**src/hdl/aes128_key_expansion_unit_macros.svh**
```systemverilog
// -----------------------------------------------------------------------------
// aes128_key_expansion_unit_macros.svh
// Assertion helper macros for the AES-128 key expansion unit.
// -----------------------------------------------------------------------------
`ifndef AES128_KEY_EXPANSION_UNIT_MACROS_SVH
`define AES128_KEY_EXPANSION_UNIT_MACROS_SVH

// same-cycle implication, disabled while in reset
`define AESKX_ASSERT_IMPL(label, clk, rst_n, ante, cons, msg) \
  label: assert property (@(posedge clk) disable iff (!rst_n) (ante) |-> (cons)) \
    else $error(msg);

// next-cycle implication, disabled while in reset
`define AESKX_ASSERT_NEXT(label, clk, rst_n, ante, cons, msg) \
  label: assert property (@(posedge clk) disable iff (!rst_n) (ante) |=> (cons)) \
    else $error(msg);

// delayed implication, disabled while in reset
`define AESKX_ASSERT_DLY2(label, clk, rst_n, ante, cons, msg) \
  label: assert property (@(posedge clk) disable iff (!rst_n) (ante) |-> ##2 (cons)) \
    else $error(msg);

`endif

```
**src/hdl/aeskx_pkg.sv**
```systemverilog
// -----------------------------------------------------------------------------
// aeskx_pkg
// Shared types, constants and S-box/round-constant functions for the AES-128
// key expansion unit.
// -----------------------------------------------------------------------------
package aeskx_pkg;

  localparam int KEY_MATRIX_DIM = 4;
  localparam int WORD_W         = 32;
  localparam int HALF_W         = 64;
  localparam int ROUND_W        = 4;

  localparam logic [ROUND_W-1:0] FIRST_ROUND = 4'd1;
  localparam logic [ROUND_W-1:0] ROUND_COUNT = 4'd10;

  typedef logic [WORD_W-1:0]  word_t;
  typedef logic [ROUND_W-1:0] round_t;

  // controller -> datapath
  typedef struct packed {
    logic   load_key;  // capture a new cipher key
    logic   step;      // produce the next round key into the output register
    round_t round;     // round being produced by step
  } cmd_t;

  localparam logic [7:0] SBOX [256] = '{
    8'h63,8'h7c,8'h77,8'h7b,8'hf2,8'h6b,8'h6f,8'hc5,8'h30,8'h01,8'h67,8'h2b,8'hfe,8'hd7,8'hab,8'h76,
    8'hca,8'h82,8'hc9,8'h7d,8'hfa,8'h59,8'h47,8'hf0,8'had,8'hd4,8'ha2,8'haf,8'h9c,8'ha4,8'h72,8'hc0,
    8'hb7,8'hfd,8'h93,8'h26,8'h36,8'h3f,8'hf7,8'hcc,8'h34,8'ha5,8'he5,8'hf1,8'h71,8'hd8,8'h31,8'h15,
    8'h04,8'hc7,8'h23,8'hc3,8'h18,8'h96,8'h05,8'h9a,8'h07,8'h12,8'h80,8'he2,8'heb,8'h27,8'hb2,8'h75,
    8'h09,8'h83,8'h2c,8'h1a,8'h1b,8'h6e,8'h5a,8'ha0,8'h52,8'h3b,8'hd6,8'hb3,8'h29,8'he3,8'h2f,8'h84,
    8'h53,8'hd1,8'h00,8'hed,8'h20,8'hfc,8'hb1,8'h5b,8'h6a,8'hcb,8'hbe,8'h39,8'h4a,8'h4c,8'h58,8'hcf,
    8'hd0,8'hef,8'haa,8'hfb,8'h43,8'h4d,8'h33,8'h85,8'h45,8'hf9,8'h02,8'h7f,8'h50,8'h3c,8'h9f,8'ha8,
    8'h51,8'ha3,8'h40,8'h8f,8'h92,8'h9d,8'h38,8'hf5,8'hbc,8'hb6,8'hda,8'h21,8'h10,8'hff,8'hf3,8'hd2,
    8'hcd,8'h0c,8'h13,8'hec,8'h5f,8'h97,8'h44,8'h17,8'hc4,8'ha7,8'h7e,8'h3d,8'h64,8'h5d,8'h19,8'h73,
    8'h60,8'h81,8'h4f,8'hdc,8'h22,8'h2a,8'h90,8'h88,8'h46,8'hee,8'hb8,8'h14,8'hde,8'h5e,8'h0b,8'hdb,
    8'he0,8'h32,8'h3a,8'h0a,8'h49,8'h06,8'h24,8'h5c,8'hc2,8'hd3,8'hac,8'h62,8'h91,8'h95,8'he4,8'h79,
    8'he7,8'hc8,8'h37,8'h6d,8'h8d,8'hd5,8'h4e,8'ha9,8'h6c,8'h56,8'hf4,8'hea,8'h65,8'h7a,8'hae,8'h08,
    8'hba,8'h78,8'h25,8'h2e,8'h1c,8'ha6,8'hb4,8'hc6,8'he8,8'hdd,8'h74,8'h1f,8'h4b,8'hbd,8'h8b,8'h8a,
    8'h70,8'h3e,8'hb5,8'h66,8'h48,8'h03,8'hf6,8'h0e,8'h61,8'h35,8'h57,8'hb9,8'h86,8'hc1,8'h1d,8'h9e,
    8'he1,8'hf8,8'h98,8'h11,8'h69,8'hd9,8'h8e,8'h94,8'h9b,8'h1e,8'h87,8'he9,8'hce,8'h55,8'h28,8'hdf,
    8'h8c,8'ha1,8'h89,8'h0d,8'hbf,8'he6,8'h42,8'h68,8'h41,8'h99,8'h2d,8'h0f,8'hb0,8'h54,8'hbb,8'h16
  };

  // RotWord then SubWord
  function automatic word_t sub_rot_word(input word_t w);
    return {SBOX[w[23:16]], SBOX[w[15:8]], SBOX[w[7:0]], SBOX[w[31:24]]};
  endfunction

  // round constant, top byte of the word
  function automatic logic [7:0] rcon(input round_t rnd);
    logic [7:0] rc;
    unique case (rnd)
      4'd1:    rc = 8'h01;
      4'd2:    rc = 8'h02;
      4'd3:    rc = 8'h04;
      4'd4:    rc = 8'h08;
      4'd5:    rc = 8'h10;
      4'd6:    rc = 8'h20;
      4'd7:    rc = 8'h40;
      4'd8:    rc = 8'h80;
      4'd9:    rc = 8'h1b;
      4'd10:   rc = 8'h36;
      default: rc = 8'h00;
    endcase
    return rc;
  endfunction

endpackage

```
**src/hdl/aeskx_datapath.sv**
```systemverilog
// -----------------------------------------------------------------------------
// aeskx_datapath
// Key register, one-round expansion logic and the output word register.
// -----------------------------------------------------------------------------
module aeskx_datapath (
  input  logic                              clk,
  input  aeskx_pkg::cmd_t                   cmd,
  input  logic [aeskx_pkg::HALF_W-1:0]      key_hi,
  input  logic [aeskx_pkg::HALF_W-1:0]      key_lo,
  output logic [aeskx_pkg::ROUND_W-1:0]     round_number,
  output logic [aeskx_pkg::HALF_W-1:0]      round_key_hi,
  output logic [aeskx_pkg::HALF_W-1:0]      round_key_lo,
  output logic                              last_round
);

  aeskx_pkg::word_t key_r [aeskx_pkg::KEY_MATRIX_DIM];
  aeskx_pkg::word_t key_nxt [aeskx_pkg::KEY_MATRIX_DIM];
  aeskx_pkg::word_t rk_nxt [aeskx_pkg::KEY_MATRIX_DIM];

  logic [aeskx_pkg::ROUND_W-1:0] round_number_r;
  logic [aeskx_pkg::HALF_W-1:0]  round_key_hi_r;
  logic [aeskx_pkg::HALF_W-1:0]  round_key_lo_r;
  logic                          last_round_r;

  // next round key: word 0 gets the g() function, the rest chain through
  always_comb begin
    rk_nxt[0] = key_r[0] ^ aeskx_pkg::sub_rot_word(key_r[aeskx_pkg::KEY_MATRIX_DIM-1])
              ^ {aeskx_pkg::rcon(cmd.round), 24'h000000};
    for (int i = 1; i < aeskx_pkg::KEY_MATRIX_DIM; i++) begin
      rk_nxt[i] = key_r[i] ^ rk_nxt[i-1];
    end
  end

  always_comb begin
    if (cmd.load_key) begin
      key_nxt[0] = key_hi[63:32];
      key_nxt[1] = key_hi[31:0];
      key_nxt[2] = key_lo[63:32];
      key_nxt[3] = key_lo[31:0];
    end else if (cmd.step) begin
      key_nxt = rk_nxt;
    end else begin
      key_nxt = key_r;
    end
  end

  always_ff @(posedge clk) begin
    key_r <= key_nxt;
    if (cmd.step) begin
      round_number_r <= cmd.round;
      round_key_hi_r <= {rk_nxt[0], rk_nxt[1]};
      round_key_lo_r <= {rk_nxt[2], rk_nxt[3]};
      last_round_r   <= (cmd.round == aeskx_pkg::ROUND_COUNT);
    end
  end

  assign round_number = round_number_r;
  assign round_key_hi = round_key_hi_r;
  assign round_key_lo = round_key_lo_r;
  assign last_round   = last_round_r;

endmodule

```
**src/hdl/aeskx_ctrl.sv**
```systemverilog
// -----------------------------------------------------------------------------
// aeskx_ctrl
// Run state machine, round counter and output valid flag.
// -----------------------------------------------------------------------------
module aeskx_ctrl (
  input  logic            clk,
  input  logic            rst_n,
  input  logic            in_valid,
  output logic            in_stall,
  output logic            out_valid,
  input  logic            out_stall,
  output aeskx_pkg::cmd_t cmd
);

  typedef enum logic [1:0] {
    ST_IDLE = 2'b01,
    ST_RUN  = 2'b10
  } state_t;

  state_t            state_r, state_nxt;
  aeskx_pkg::round_t round_r, round_nxt;
  logic              out_valid_r, out_valid_nxt;
  logic              advance;
  logic              accept;

  // output register free or being drained this cycle
  assign advance  = (state_r == ST_RUN) && (!out_valid_r || !out_stall);
  assign in_stall = !((state_r == ST_IDLE) ||
                      (advance && (round_r == aeskx_pkg::ROUND_COUNT)));
  assign accept   = in_valid && !in_stall;

  always_comb begin
    state_nxt = state_r;
    round_nxt = round_r;
    unique case (state_r)
      ST_IDLE: begin
        if (accept) begin
          state_nxt = ST_RUN;
          round_nxt = aeskx_pkg::FIRST_ROUND;
        end
      end
      ST_RUN: begin
        if (accept) begin
          round_nxt = aeskx_pkg::FIRST_ROUND;
        end else if (advance) begin
          if (round_r == aeskx_pkg::ROUND_COUNT) begin
            state_nxt = ST_IDLE;
          end else begin
            round_nxt = round_r + 4'd1;
          end
        end
      end
      default: begin
        state_nxt = ST_IDLE;
      end
    endcase
  end

  always_comb begin
    if (advance) begin
      out_valid_nxt = 1'b1;
    end else if (!out_stall) begin
      out_valid_nxt = 1'b0;
    end else begin
      out_valid_nxt = out_valid_r;
    end
  end

  always_ff @(posedge clk) begin
    if (!rst_n) begin
      state_r     <= ST_IDLE;
      round_r     <= aeskx_pkg::FIRST_ROUND;
      out_valid_r <= 1'b0;
    end else begin
      state_r     <= state_nxt;
      round_r     <= round_nxt;
      out_valid_r <= out_valid_nxt;
    end
  end

  assign out_valid    = out_valid_r;
  assign cmd.load_key = accept;
  assign cmd.step     = advance;
  assign cmd.round    = round_r;

endmodule

```
**src/hdl/aes128_key_expansion_unit.sv**
```systemverilog
// -----------------------------------------------------------------------------
// aes128_key_expansion_unit
// AES-128 key schedule: one cipher key in, round keys 1 to 10 out in order.
// -----------------------------------------------------------------------------
// Usage:
//   Input channel (in_valid / in_stall) carries one 128-bit cipher key per word
//   as in_key_hi (bytes 0..7) and in_key_lo (bytes 8..15), byte 0 in the MSBs.
//   Output channel (out_valid / out_stall) returns ten words per key, each
//   with out_round_number 1..10, the round key halves and out_last_round set
//   on round 10. A word moves when valid is high and stall is low.
// Order: the key register loads at the accepting edge, then the expansion
//   step writes round 1 into the output register, from where it moves when
//   out_stall is low.
// Throughput: one round key per cycle while out_stall is low, from a single shared
//   expansion step (four S-box lookups plus an XOR chain); the next key is taken
//   in the cycle round 10 is produced, so keys follow back to back.
// Stall: while out_stall holds a word, expansion pauses and in_stall stays
//   high until round 10 has gone into the output register; nothing is
//   dropped or repeated.
// Reset: rst_n (synchronous, active low) clears the controller and the output
//   valid flag; key and round key registers are not reset.
// -----------------------------------------------------------------------------
`include "aes128_key_expansion_unit_macros.svh"

module aes128_key_expansion_unit (
  input  logic                          clk,
  input  logic                          rst_n,
  // cipher key in
  input  logic                          in_valid,
  output logic                          in_stall,
  input  logic [aeskx_pkg::HALF_W-1:0]  in_key_hi,
  input  logic [aeskx_pkg::HALF_W-1:0]  in_key_lo,
  // round keys out
  output logic                          out_valid,
  input  logic                          out_stall,
  output logic [aeskx_pkg::ROUND_W-1:0] out_round_number,
  output logic [aeskx_pkg::HALF_W-1:0]  out_round_key_hi,
  output logic [aeskx_pkg::HALF_W-1:0]  out_round_key_lo,
  output logic                          out_last_round
);

  aeskx_pkg::cmd_t cmd;

  // sequencing: state, round count, output valid
  aeskx_ctrl u_ctrl (
    .clk       (clk),
    .rst_n     (rst_n),
    .in_valid  (in_valid),
    .in_stall  (in_stall),
    .out_valid (out_valid),
    .out_stall (out_stall),
    .cmd       (cmd)
  );

  // key register, expansion step, output payload register
  aeskx_datapath u_datapath (
    .clk          (clk),
    .cmd          (cmd),
    .key_hi       (in_key_hi),
    .key_lo       (in_key_lo),
    .round_number (out_round_number),
    .round_key_hi (out_round_key_hi),
    .round_key_lo (out_round_key_lo),
    .last_round   (out_last_round)
  );

  // last flag only ever rides on round 10
  `AESKX_ASSERT_IMPL(a_last_is_round10, clk, rst_n, out_valid && out_last_round, out_round_number == aeskx_pkg::ROUND_COUNT, "last flag on wrong round")

  // a taken key always shows output once the key and output registers have loaded
  `AESKX_ASSERT_DLY2(a_key_to_output, clk, rst_n, in_valid && !in_stall, out_valid, "no round key after key accepted")

  // no bubble inside a run once a round key is taken
  `AESKX_ASSERT_NEXT(a_no_bubble, clk, rst_n, out_valid && !out_stall && !out_last_round, out_valid, "gap between round keys")

  // no new key accepted early in a run
  `AESKX_ASSERT_IMPL(a_no_early_accept, clk, rst_n, out_valid && (out_round_number < aeskx_pkg::ROUND_COUNT - 4'd1), in_stall, "key accepted mid-run")

endmodule

```
**config.mk**
```make
export PLATFORM = sky130hd
export DESIGN_NAME = aes128_key_expansion_unit
export DESIGN_NICKNAME = d
export VERILOG_FILES = /design/src/hdl/aeskx_pkg.sv /design/src/hdl/aeskx_datapath.sv /design/src/hdl/aeskx_ctrl.sv /design/src/hdl/aes128_key_expansion_unit.sv
export VERILOG_INCLUDE_DIRS = /design/src /design/src/hdl
export SDC_FILE = /design/constraint.sdc
export NUM_CORES = 1
export LEC_CHECK = 0
export BUFFER_PORTS_ARGS = -buffer_cell sky130_fd_sc_hd__buf_2
export CAP_MARGIN = 15
export CORE_MARGIN = 1
export CORE_UTILIZATION = 30
export CTS_BUF_LIST = sky130_fd_sc_hd__clkbuf_4 sky130_fd_sc_hd__clkbuf_8 sky130_fd_sc_hd__clkbuf_16
export DETAILED_ROUTE_END_ITERATION = 10
export GPL_TIMING_DRIVEN = 0
export PLACE_DENSITY_LB_ADDON = 0.12
export SLEW_MARGIN = 0
export SYNTH_ARGS = -nofsm -noshare
export SYNTH_HDL_FRONTEND = slang
export SYNTH_SLANG_ARGS = --single-unit
```
**constraint.sdc**
```tcl
create_clock -name clk -period 19.4 [get_ports clk]
set_clock_uncertainty 0.2 [all_clocks]
set_input_delay 3.88 -clock clk [delete_from_list [all_inputs] [get_ports clk]]
set_output_delay 3.88 -clock clk [all_outputs]
set_load 0.05 [all_outputs]
```
==> flow_summary.json, run 1 <==
{
  "rows": 108,
  "syn_to_final_growth_pct": 15.8,
  "critPathMaxStageDelay_ns": 0.32,
  "worstPathArrival_ns": 5.23,
  "synth_edf_count": 261,
  "synthXorXnorAreaFrac_pct": 7.86,
  "nNetsFinal": 3598,
  "portBuffers": 266,
  "dr.pass1.iters": 7,
  "die_h_um": 299,
  "synth_top_family_by_area": "compound AO/OA/AOI/OAI gates",
  "hold_viol": 0,
  "post_cts_buffers": 0,
  "place_congestion": 1.05,
  "postSynth.asyncResetShare_pct": 0,
  "synth_seq_cells": 276,
  "grt_pass1_vias": 28200,
  "timing.hold.ws_ns": 0.294,
  "clock_path_buffers": 3,
  "final_cell_mix": "buf_2 (386), nand2_1 (292), edfxtp_1 (261)",
  "path_class": "primary input to output pin",
  "syn_avg_cell_area_um2": 8.59,
  "yosysSeqAreaShare_pct": 30.7,
  "syn-instance-count": 3085,
  "worstSetupStartpointType": "primary input",
  "cts_root_buf": "clkbuf_16",
  "fin_crit_ns": 9.31,
  "antenna_found_initial": 33,
  "num_io_pins": 267,
  "cp_max_fo": 43,
  "maxCapViolCount": 0,
  "core-area_um2": 87200,
  "drive_above_1_share_pct": 18.6,
  "synthSimpleGateAreaFrac_pct": 20.6,
  "tightest_slew_ns": 1.26,
  "track_usage_pct": 35.6,
  "ctsResizeCount": 0,
  "fmax_ghz": 0.107,
  "fin_cells": 4590,
  "clk_latency_ns": 0.62,
  "syn_area_um2": 26500,
  "cts_inserted_buffers": 37,
  "outcome": "finished clean",
  "yosysWarnings": 0,
  "postRouteAntennaNets": 0,
  "synth_ff_type": "edfxtp_1",
  "drt_wl_total_mm": 165,
  "slowest_stage": "buf_2",
  "synth_mux_area_share_pct": 6.64,
  "cts_hold_buf": 0,
  "cts_tree": "yes",
  "drc": 0,
  "totalNegativeSetupSlack_ns": 0,
  "cts_max_level": 2,
  "crit_top_cell": "buf_2",
  "rsz0062_at_grt": "no",
  "layout_commonest_cell": "buf_2",
  "synth.distinct_cells": 107,
  "hpwlAfterDp_mm": 123,
  "initial_core_util_pct": 30.4,
  "report.final.slew_viol_count": 0,
  "critical_path.endpoint_type": "output pin",
  "setup_viol": 0,
  "timing.final.crit_share_pct": 48.0,
  "grt_overflow": 0,
  "syn_nets": 3285,
  "placedCellCount": 4514,
  "slew_headroom_pct": 16.1,
  "grt_max_degree": 44,
  "synthAdderAreaFrac_pct": 3.21,
  "hp-class": "register to register",
  "dr.first_iter.drc_count": 4724,
  "synth_compound_area_share_pct": 24.5,
  "wl_per_cell_um": 36.0,
  "path_cells": "buf_2, nand2_1, and2_4, buf_16, a21oi_1, buf_2",
  "vias": 29800,
  "critPathRequiredTime_ns": 15.32,
  "die_w_um": 299,
  "via_per_inst": 6.50,
  "grt_pass1_wl_mm": 228,
  "dieArea_um2": 89500,
  "cts_sinks": 276,
  "clkTransAtPathRegs_ns": 0.06
}
synthesized netlist by cell type, types with 22 or more instances:
library cell | count | share of area [%]
a211o_1 | 24 | 0.79
clkbuf_1 | 145 | 2.1
nand2_1 | 292 | 4.1
and2_1 | 25 | 0.59
buf_2 | 120 | 2.3
inv_1 | 62 | 0.88
xnor2_1 | 92 | 3.0
o211ai_1 | 55 | 1.6
and3_1 | 22 | 0.52
nand2b_1 | 110 | 2.6
or3_1 | 23 | 0.54
buf_1 | 27 | 0.38
a31oi_1 | 56 | 1.3
o21ai_0 | 176 | 3.3
o31ai_1 | 30 | 0.85
xor2_1 | 50 | 1.7
o311ai_0 | 32 | 1.1
a311oi_1 | 37 | 1.2
a21oi_1 | 197 | 3.7
ha_1 | 68 | 3.2
nor2_1 | 236 | 3.3
o22ai_1 | 28 | 0.66
a211oi_1 | 47 | 1.3
mux2i_1 | 45 | 1.7
nor3_1 | 84 | 1.6
mux2_2 | 69 | 2.9
mux4_2 | 23 | 2.0
nand3_1 | 87 | 1.6
nor2b_1 | 87 | 2.1
edfxtp_1 | 261 | 30
nand4_1 | 29 | 0.68
critical path: cells and delay by family:
family | cells | cell delay [ns]
compound gates | 1 | 0.31
simple gates | 2 | 0.39
buf+inv | 3 | 0.65
stage by stage:
step           cell area [um2]  worst slack [ns]  util (%)
6_report                 30700             10.09      35.2
5_1_grt                  30600              9.99      35.2
3_3_place_gp             29300              2.23      33.6
4_1_cts                  30600             10.06      35.2
2_1_floorplan            26500              6.49         -
3_5_place_dp             29400             10.06      33.8
registers in the layout, indices dropped and copies added (netlist names), named ones only:
| signal | count |
|---|---|
| u_datapath.key_r | 128 |
| u_datapath.round_key_hi | 64 |
| u_datapath.round_key_lo | 64 |
| u_ctrl.round_r | 4 |
| u_datapath.round_number | 4 |
| u_ctrl.state_r | 2 |
| u_ctrl.out_valid | 1 |
| u_datapath.last_round | 1 |
routing by layer:
layer,track usage (%),part of all wire [%],up-vias
met5,0,0.15,-
met4,15.8,5.6,36
met3,10.8,12,571
met2,53.0,42,2316
met1,47.4,40,14700
li1,-,-,12200
final timing paths:
check	from	endpoint	slack [ns]	cells past startpoint
setup / recovery	out_stall	in_stall	10.09	6
hold / removal	u_ctrl.round_r[3]$_SDFFE_PN0N_	u_datapath.round_number[3]$_DFFE_PP_	0.29	0
setup reg to reg	u_datapath.key_r[8]$_DFFE_PP_	u_datapath.key_r[18]$_DFFE_PP_	13.03	15
hold reg to reg	u_ctrl.round_r[3]$_SDFFE_PN0N_	u_datapath.round_number[3]$_DFFE_PP_	0.29	0
kinds of logic (layout without fill, tap and decap cells):
family | Yosys count | count (layout)
AND/OR/NAND/NOR | 1097 | 1097
AO/OA/AOI/OAI | 939 | 939
XOR/XNOR | 182 | 182
multiplexers | 138 | 138
buffers and inverters | 385 | 727
adder cells (fa/ha/maj) | 68 | 68
other | 0 | 8
flip-flops | 276 | 276
final cells by class:
| type | count | area (um2) |
|---|---|---|
| Fill cell | 9361 | 56500 |
| Multi-Input combinational cell | 2424 | 16600 |
| Sequential cell | 276 | 8140 |
| Timing Repair Buffer | 274 | 1500 |
| Buffer | 315 | 1460 |
| Tap cell | 1155 | 1450 |
| Clock buffer | 46 | 1010 |
| Inverter | 70 | 263 |
| Clock inverter | 22 | 184 |
| Antenna cell | 8 | 20.0 |
Power of run 1 is not shown: default switching activity piles up to over one toggle a cycle in this logic, so the estimate is an artifact.
==> run 2, diff against run 1 <==
--- a/config.mk
+++ b/config.mk
@@ -6,6 +6,7 @@
 export SDC_FILE = /design/constraint.sdc
 export NUM_CORES = 1
 export LEC_CHECK = 0
+export ABC_AREA = 1
 export BUFFER_PORTS_ARGS = -buffer_cell sky130_fd_sc_hd__buf_2
 export CAP_MARGIN = 15
 export CORE_MARGIN = 1
==> constraint.sdc (replaced) <==
create_clock -name clk -period 8.5 [get_ports clk]
set_clock_uncertainty 0.2 [all_clocks]
set_input_delay 1.7 -clock clk [delete_from_list [all_inputs] [get_ports clk]]
set_output_delay 1.7 -clock clk [all_outputs]
set_load 0.05 [all_outputs]
==> run 2 against run 1 <==
Compared with the run above:
- flip-flop and latch count unchanged
- critical path type is now register to register
- die area down 5.4%
- setup slack worse by 6.4 ns
- via count up 4.9%
- design area down 5.2%
- register-to-register slack worse by 9.4 ns
- sequential share of layout area up 1.4 points
- first-iteration DRC count down 5.5%
==> flow_summary.json, run 2 <==
{
  "synth_ff_type": "edfxtp_1",
  "final_cell_mix": "nand2_1 (1,198), nand3_1 (1,161), buf_2 (373)",
  "endpoint": "u_datapath.key_r[5]$_DFFE_PP_",
  "syn_nets": 4064,
  "dpl_cell_area_um2": 27800,
  "fmax_ghz": 0.206,
  "synth_seq_cells": 276,
  "top_register": "u_datapath.key_r",
  "grt_max_degree": 71,
  "startpoint": "u_datapath.key_r[25]$_DFFE_PP_",
  "synth_edf_count": 261,
  "design_area_um2": 29100,
  "die_h_um": 291,
  "reg2reg_from": "u_datapath.key_r[25]$_DFFE_PP_",
  "hold_viol": 0,
  "post_cts_buffers": 0,
  "tightest_slew_ns": 1.23,
  "cp.buffers_inverters": 2,
  "drive_above_1_share_pct": 14.1,
  "postRouteAntennaNets": 0,
  "setup_viol": 0,
  "report.final.slew_viol_count": 0,
  "synth.distinct_cells": 40,
  "antenna_found_initial": 14,
  "critical_path.endpoint_type": "register",
  "track_usage_pct": 34.8,
  "cts_hold_buf": 0,
  "layout_commonest_cell": "nand2_1",
  "crit_cells": 19,
  "core-area_um2": 82400,
  "largest_register_ffs": 128,
  "dr.pass1.iters": 6,
  "grt_overflow": 0,
  "clock_path_buffers": 3,
  "yosysSeqAreaShare_pct": 32.5,
  "ctsResizeCount": 0,
  "cts_max_level": 2,
  "regToRegEndpoint": "u_datapath.key_r[5]$_DFFE_PP_",
  "outcome": "finished clean",
  "syn_avg_cell_area_um2": 6.48,
  "drc": 0,
  "synth_top_area_share_pct": 31.3,
  "slowest_stage": "edfxtp_1",
  "final_core_util_pct": 35.3,
  "setup_slack_ns": 3.65,
  "ff2ff_path_depth": 19,
  "dr.first_iter.drc_count": 4464,
  "fin_crit_ns": 4.85,
  "rows": 105,
  "syn_to_final_growth_pct": 16.1,
  "clk_latency_ns": 0.59,
  "via_per_inst": 5.93,
  "slew_headroom_pct": 18.0,
  "clkTransAtPathRegs_ns": 0.06,
  "worstPathArrival_ns": 4.99,
  "cp_max_fo": 14,
  "hpwlAfterDp_mm": 115,
  "syn-instance-count": 3864,
  "maxCapViolCount": 0,
  "cts_inserted_buffers": 38,
  "path_delay_family": "simple AND/OR/NAND/NOR gates",
  "drt_wl_total_mm": 153,
  "dp_slack_ns": 3.07,
  "cts_root_buf": "clkbuf_16",
  "die_w_um": 291,
  "yosysMostFrequentCell": "nand2_1",
  "worstSetupStartpointType": "register",
  "critPathRequiredTime_ns": 8.64,
  "nNetsFinal": 4374,
  "initial_core_util_pct": 30.4,
  "wl_per_cell_um": 28.9,
  "grt_pass1_wl_mm": 215,
  "path_class": "register to register",
  "critPathMaxStageDelay_ns": 0.85,
  "syn_area_um2": 25000,
  "path_cells": "inv_2, ha_1, nand2_1, buf_2, nand3_1, o21ai_0, nand2_1, nand3_1, nand3_1, nand3_1, nand3_1, nand2_1, nand2_2, nand2_1, nand2_1, nand3_1, nand2_1, nand2_1, nand2_1",
  "synth_top_cell_by_area": "edfxtp_1",
  "portBuffers": 266,
  "timing.final.crit_share_pct": 57.1,
  "rsz0062_at_grt": "no",
  "r2r_setup_slack_ns": 3.65,
  "nFillCells": 9262,
  "cts_tree": "yes",
  "place_congestion": 1.05,
  "totalNegativeSetupSlack_ns": 0,
  "postSynth.asyncResetShare_pct": 0,
  "yosysWarnings": 0,
  "num_io_pins": 267,
  "grt_pass1_vias": 29200,
  "crit_top_cell": "nand2_1",
  "synth_area_leaders": "edfxtp_1 (31%), nand3_1 (23%), nand2_1 (18%)",
  "hp-class": "register to register",
  "vias": 31300,
  "dieArea_um2": 84600,
  "synthTopCellsByCount": "nand2_1 (1,199), nand3_1 (1,161), nor2_1 (283), edfxtp_1 (261), inv_1 (194)",
  "cts_sinks": 276
}
## run 2: changes by cell type after synthesis, sizes merged, moves of 83 or more
cell,previous run,this run
inv,66,216
nand3,87,1165
nand2,292,1255
nor2b,88,0
a21oi,197,114
clkbuf,146,53
xnor2,100,2
nor3,84,1
nand2b,110,0
o21ai,179,70
## run 2: cell families after synthesis
group,synth area share (%)
AOI/OAI and AO/OA,6.70
DFF,32.5
adders and majority gates,3.40
xor gates and xnor gates,0.350
and+or+nand+nor,48.6
buffers and inverters,8.44
## run 2: layout make-up
class,count,area [um2],share of cell area (%)
well taps,1070,1340,4.60
clock buffers,47,1040,3.56
multi-input cells,3138,14800,50.9
inverters,220,838,2.88
repair buffers,270,1420,4.88
flip-flops and latches,276,8140,28.0
plain buffers,230,1280,4.40
clock inverters,22,228,0.783
diodes,2,5.00,0.0172
## run 2: how the worst min path moves through the flow
stage / slack (ns) / cells past startpoint / endpoint / from
finish: 0.29 / 2 / u_ctrl.state_r[1]$_SDFFE_PN0P_ / u_ctrl.state_r[1]$_SDFFE_PN0P_
global route: 0.32 / 2 / u_ctrl.state_r[1]$_SDFFE_PN0P_ / u_ctrl.state_r[1]$_SDFFE_PN0P_
CTS: 0.29 / 2 / u_ctrl.state_r[1]$_SDFFE_PN0P_ / u_ctrl.state_r[1]$_SDFFE_PN0P_
detailed placement: 0.28 / 2 / u_ctrl.state_r[1]$_SDFFE_PN0P_ / u_ctrl.state_r[1]$_SDFFE_PN0P_
global placement: 0.28 / 2 / u_ctrl.state_r[1]$_SDFFE_PN0P_ / u_ctrl.state_r[1]$_SDFFE_PN0P_
floorplan: 0.25 / 0 / u_datapath.round_number[3]$_DFFE_PP_ / u_ctrl.round_r[3]$_SDFFE_PN0N_
## run 2: layer usage
| metal | track usage, % | part of all wire (%) | vias up |
|---|---|---|---|
| li1 | - | - | 13800 |
| met1 | 47.3 | 42 | 14800 |
| met2 | 51.4 | 41 | 2186 |
| met3 | 9.56 | 12 | 430 |
| met4 | 14.7 | 4.9 | 16 |
| met5 | 0 | 0.054 | - |
## run 2: stage by stage
stage	hold slack, ns	std cells
floorplan	0.252	3864
global placement	0.278	5200
detailed placement	0.283	5204
CTS	0.293	5273
global route	0.321	5274
finish	0.289	5275
## run 2: worst min-delay path: cells and delay by family, from the launching register on
family / cells / cell delay [ns]
flip-flops: 1 / 0.33
AND/OR/NAND/NOR: 1 / 0.07
AO/OA/AOI/OAI: 1 / 0.05
Power of run 2 is left out for the same reason.
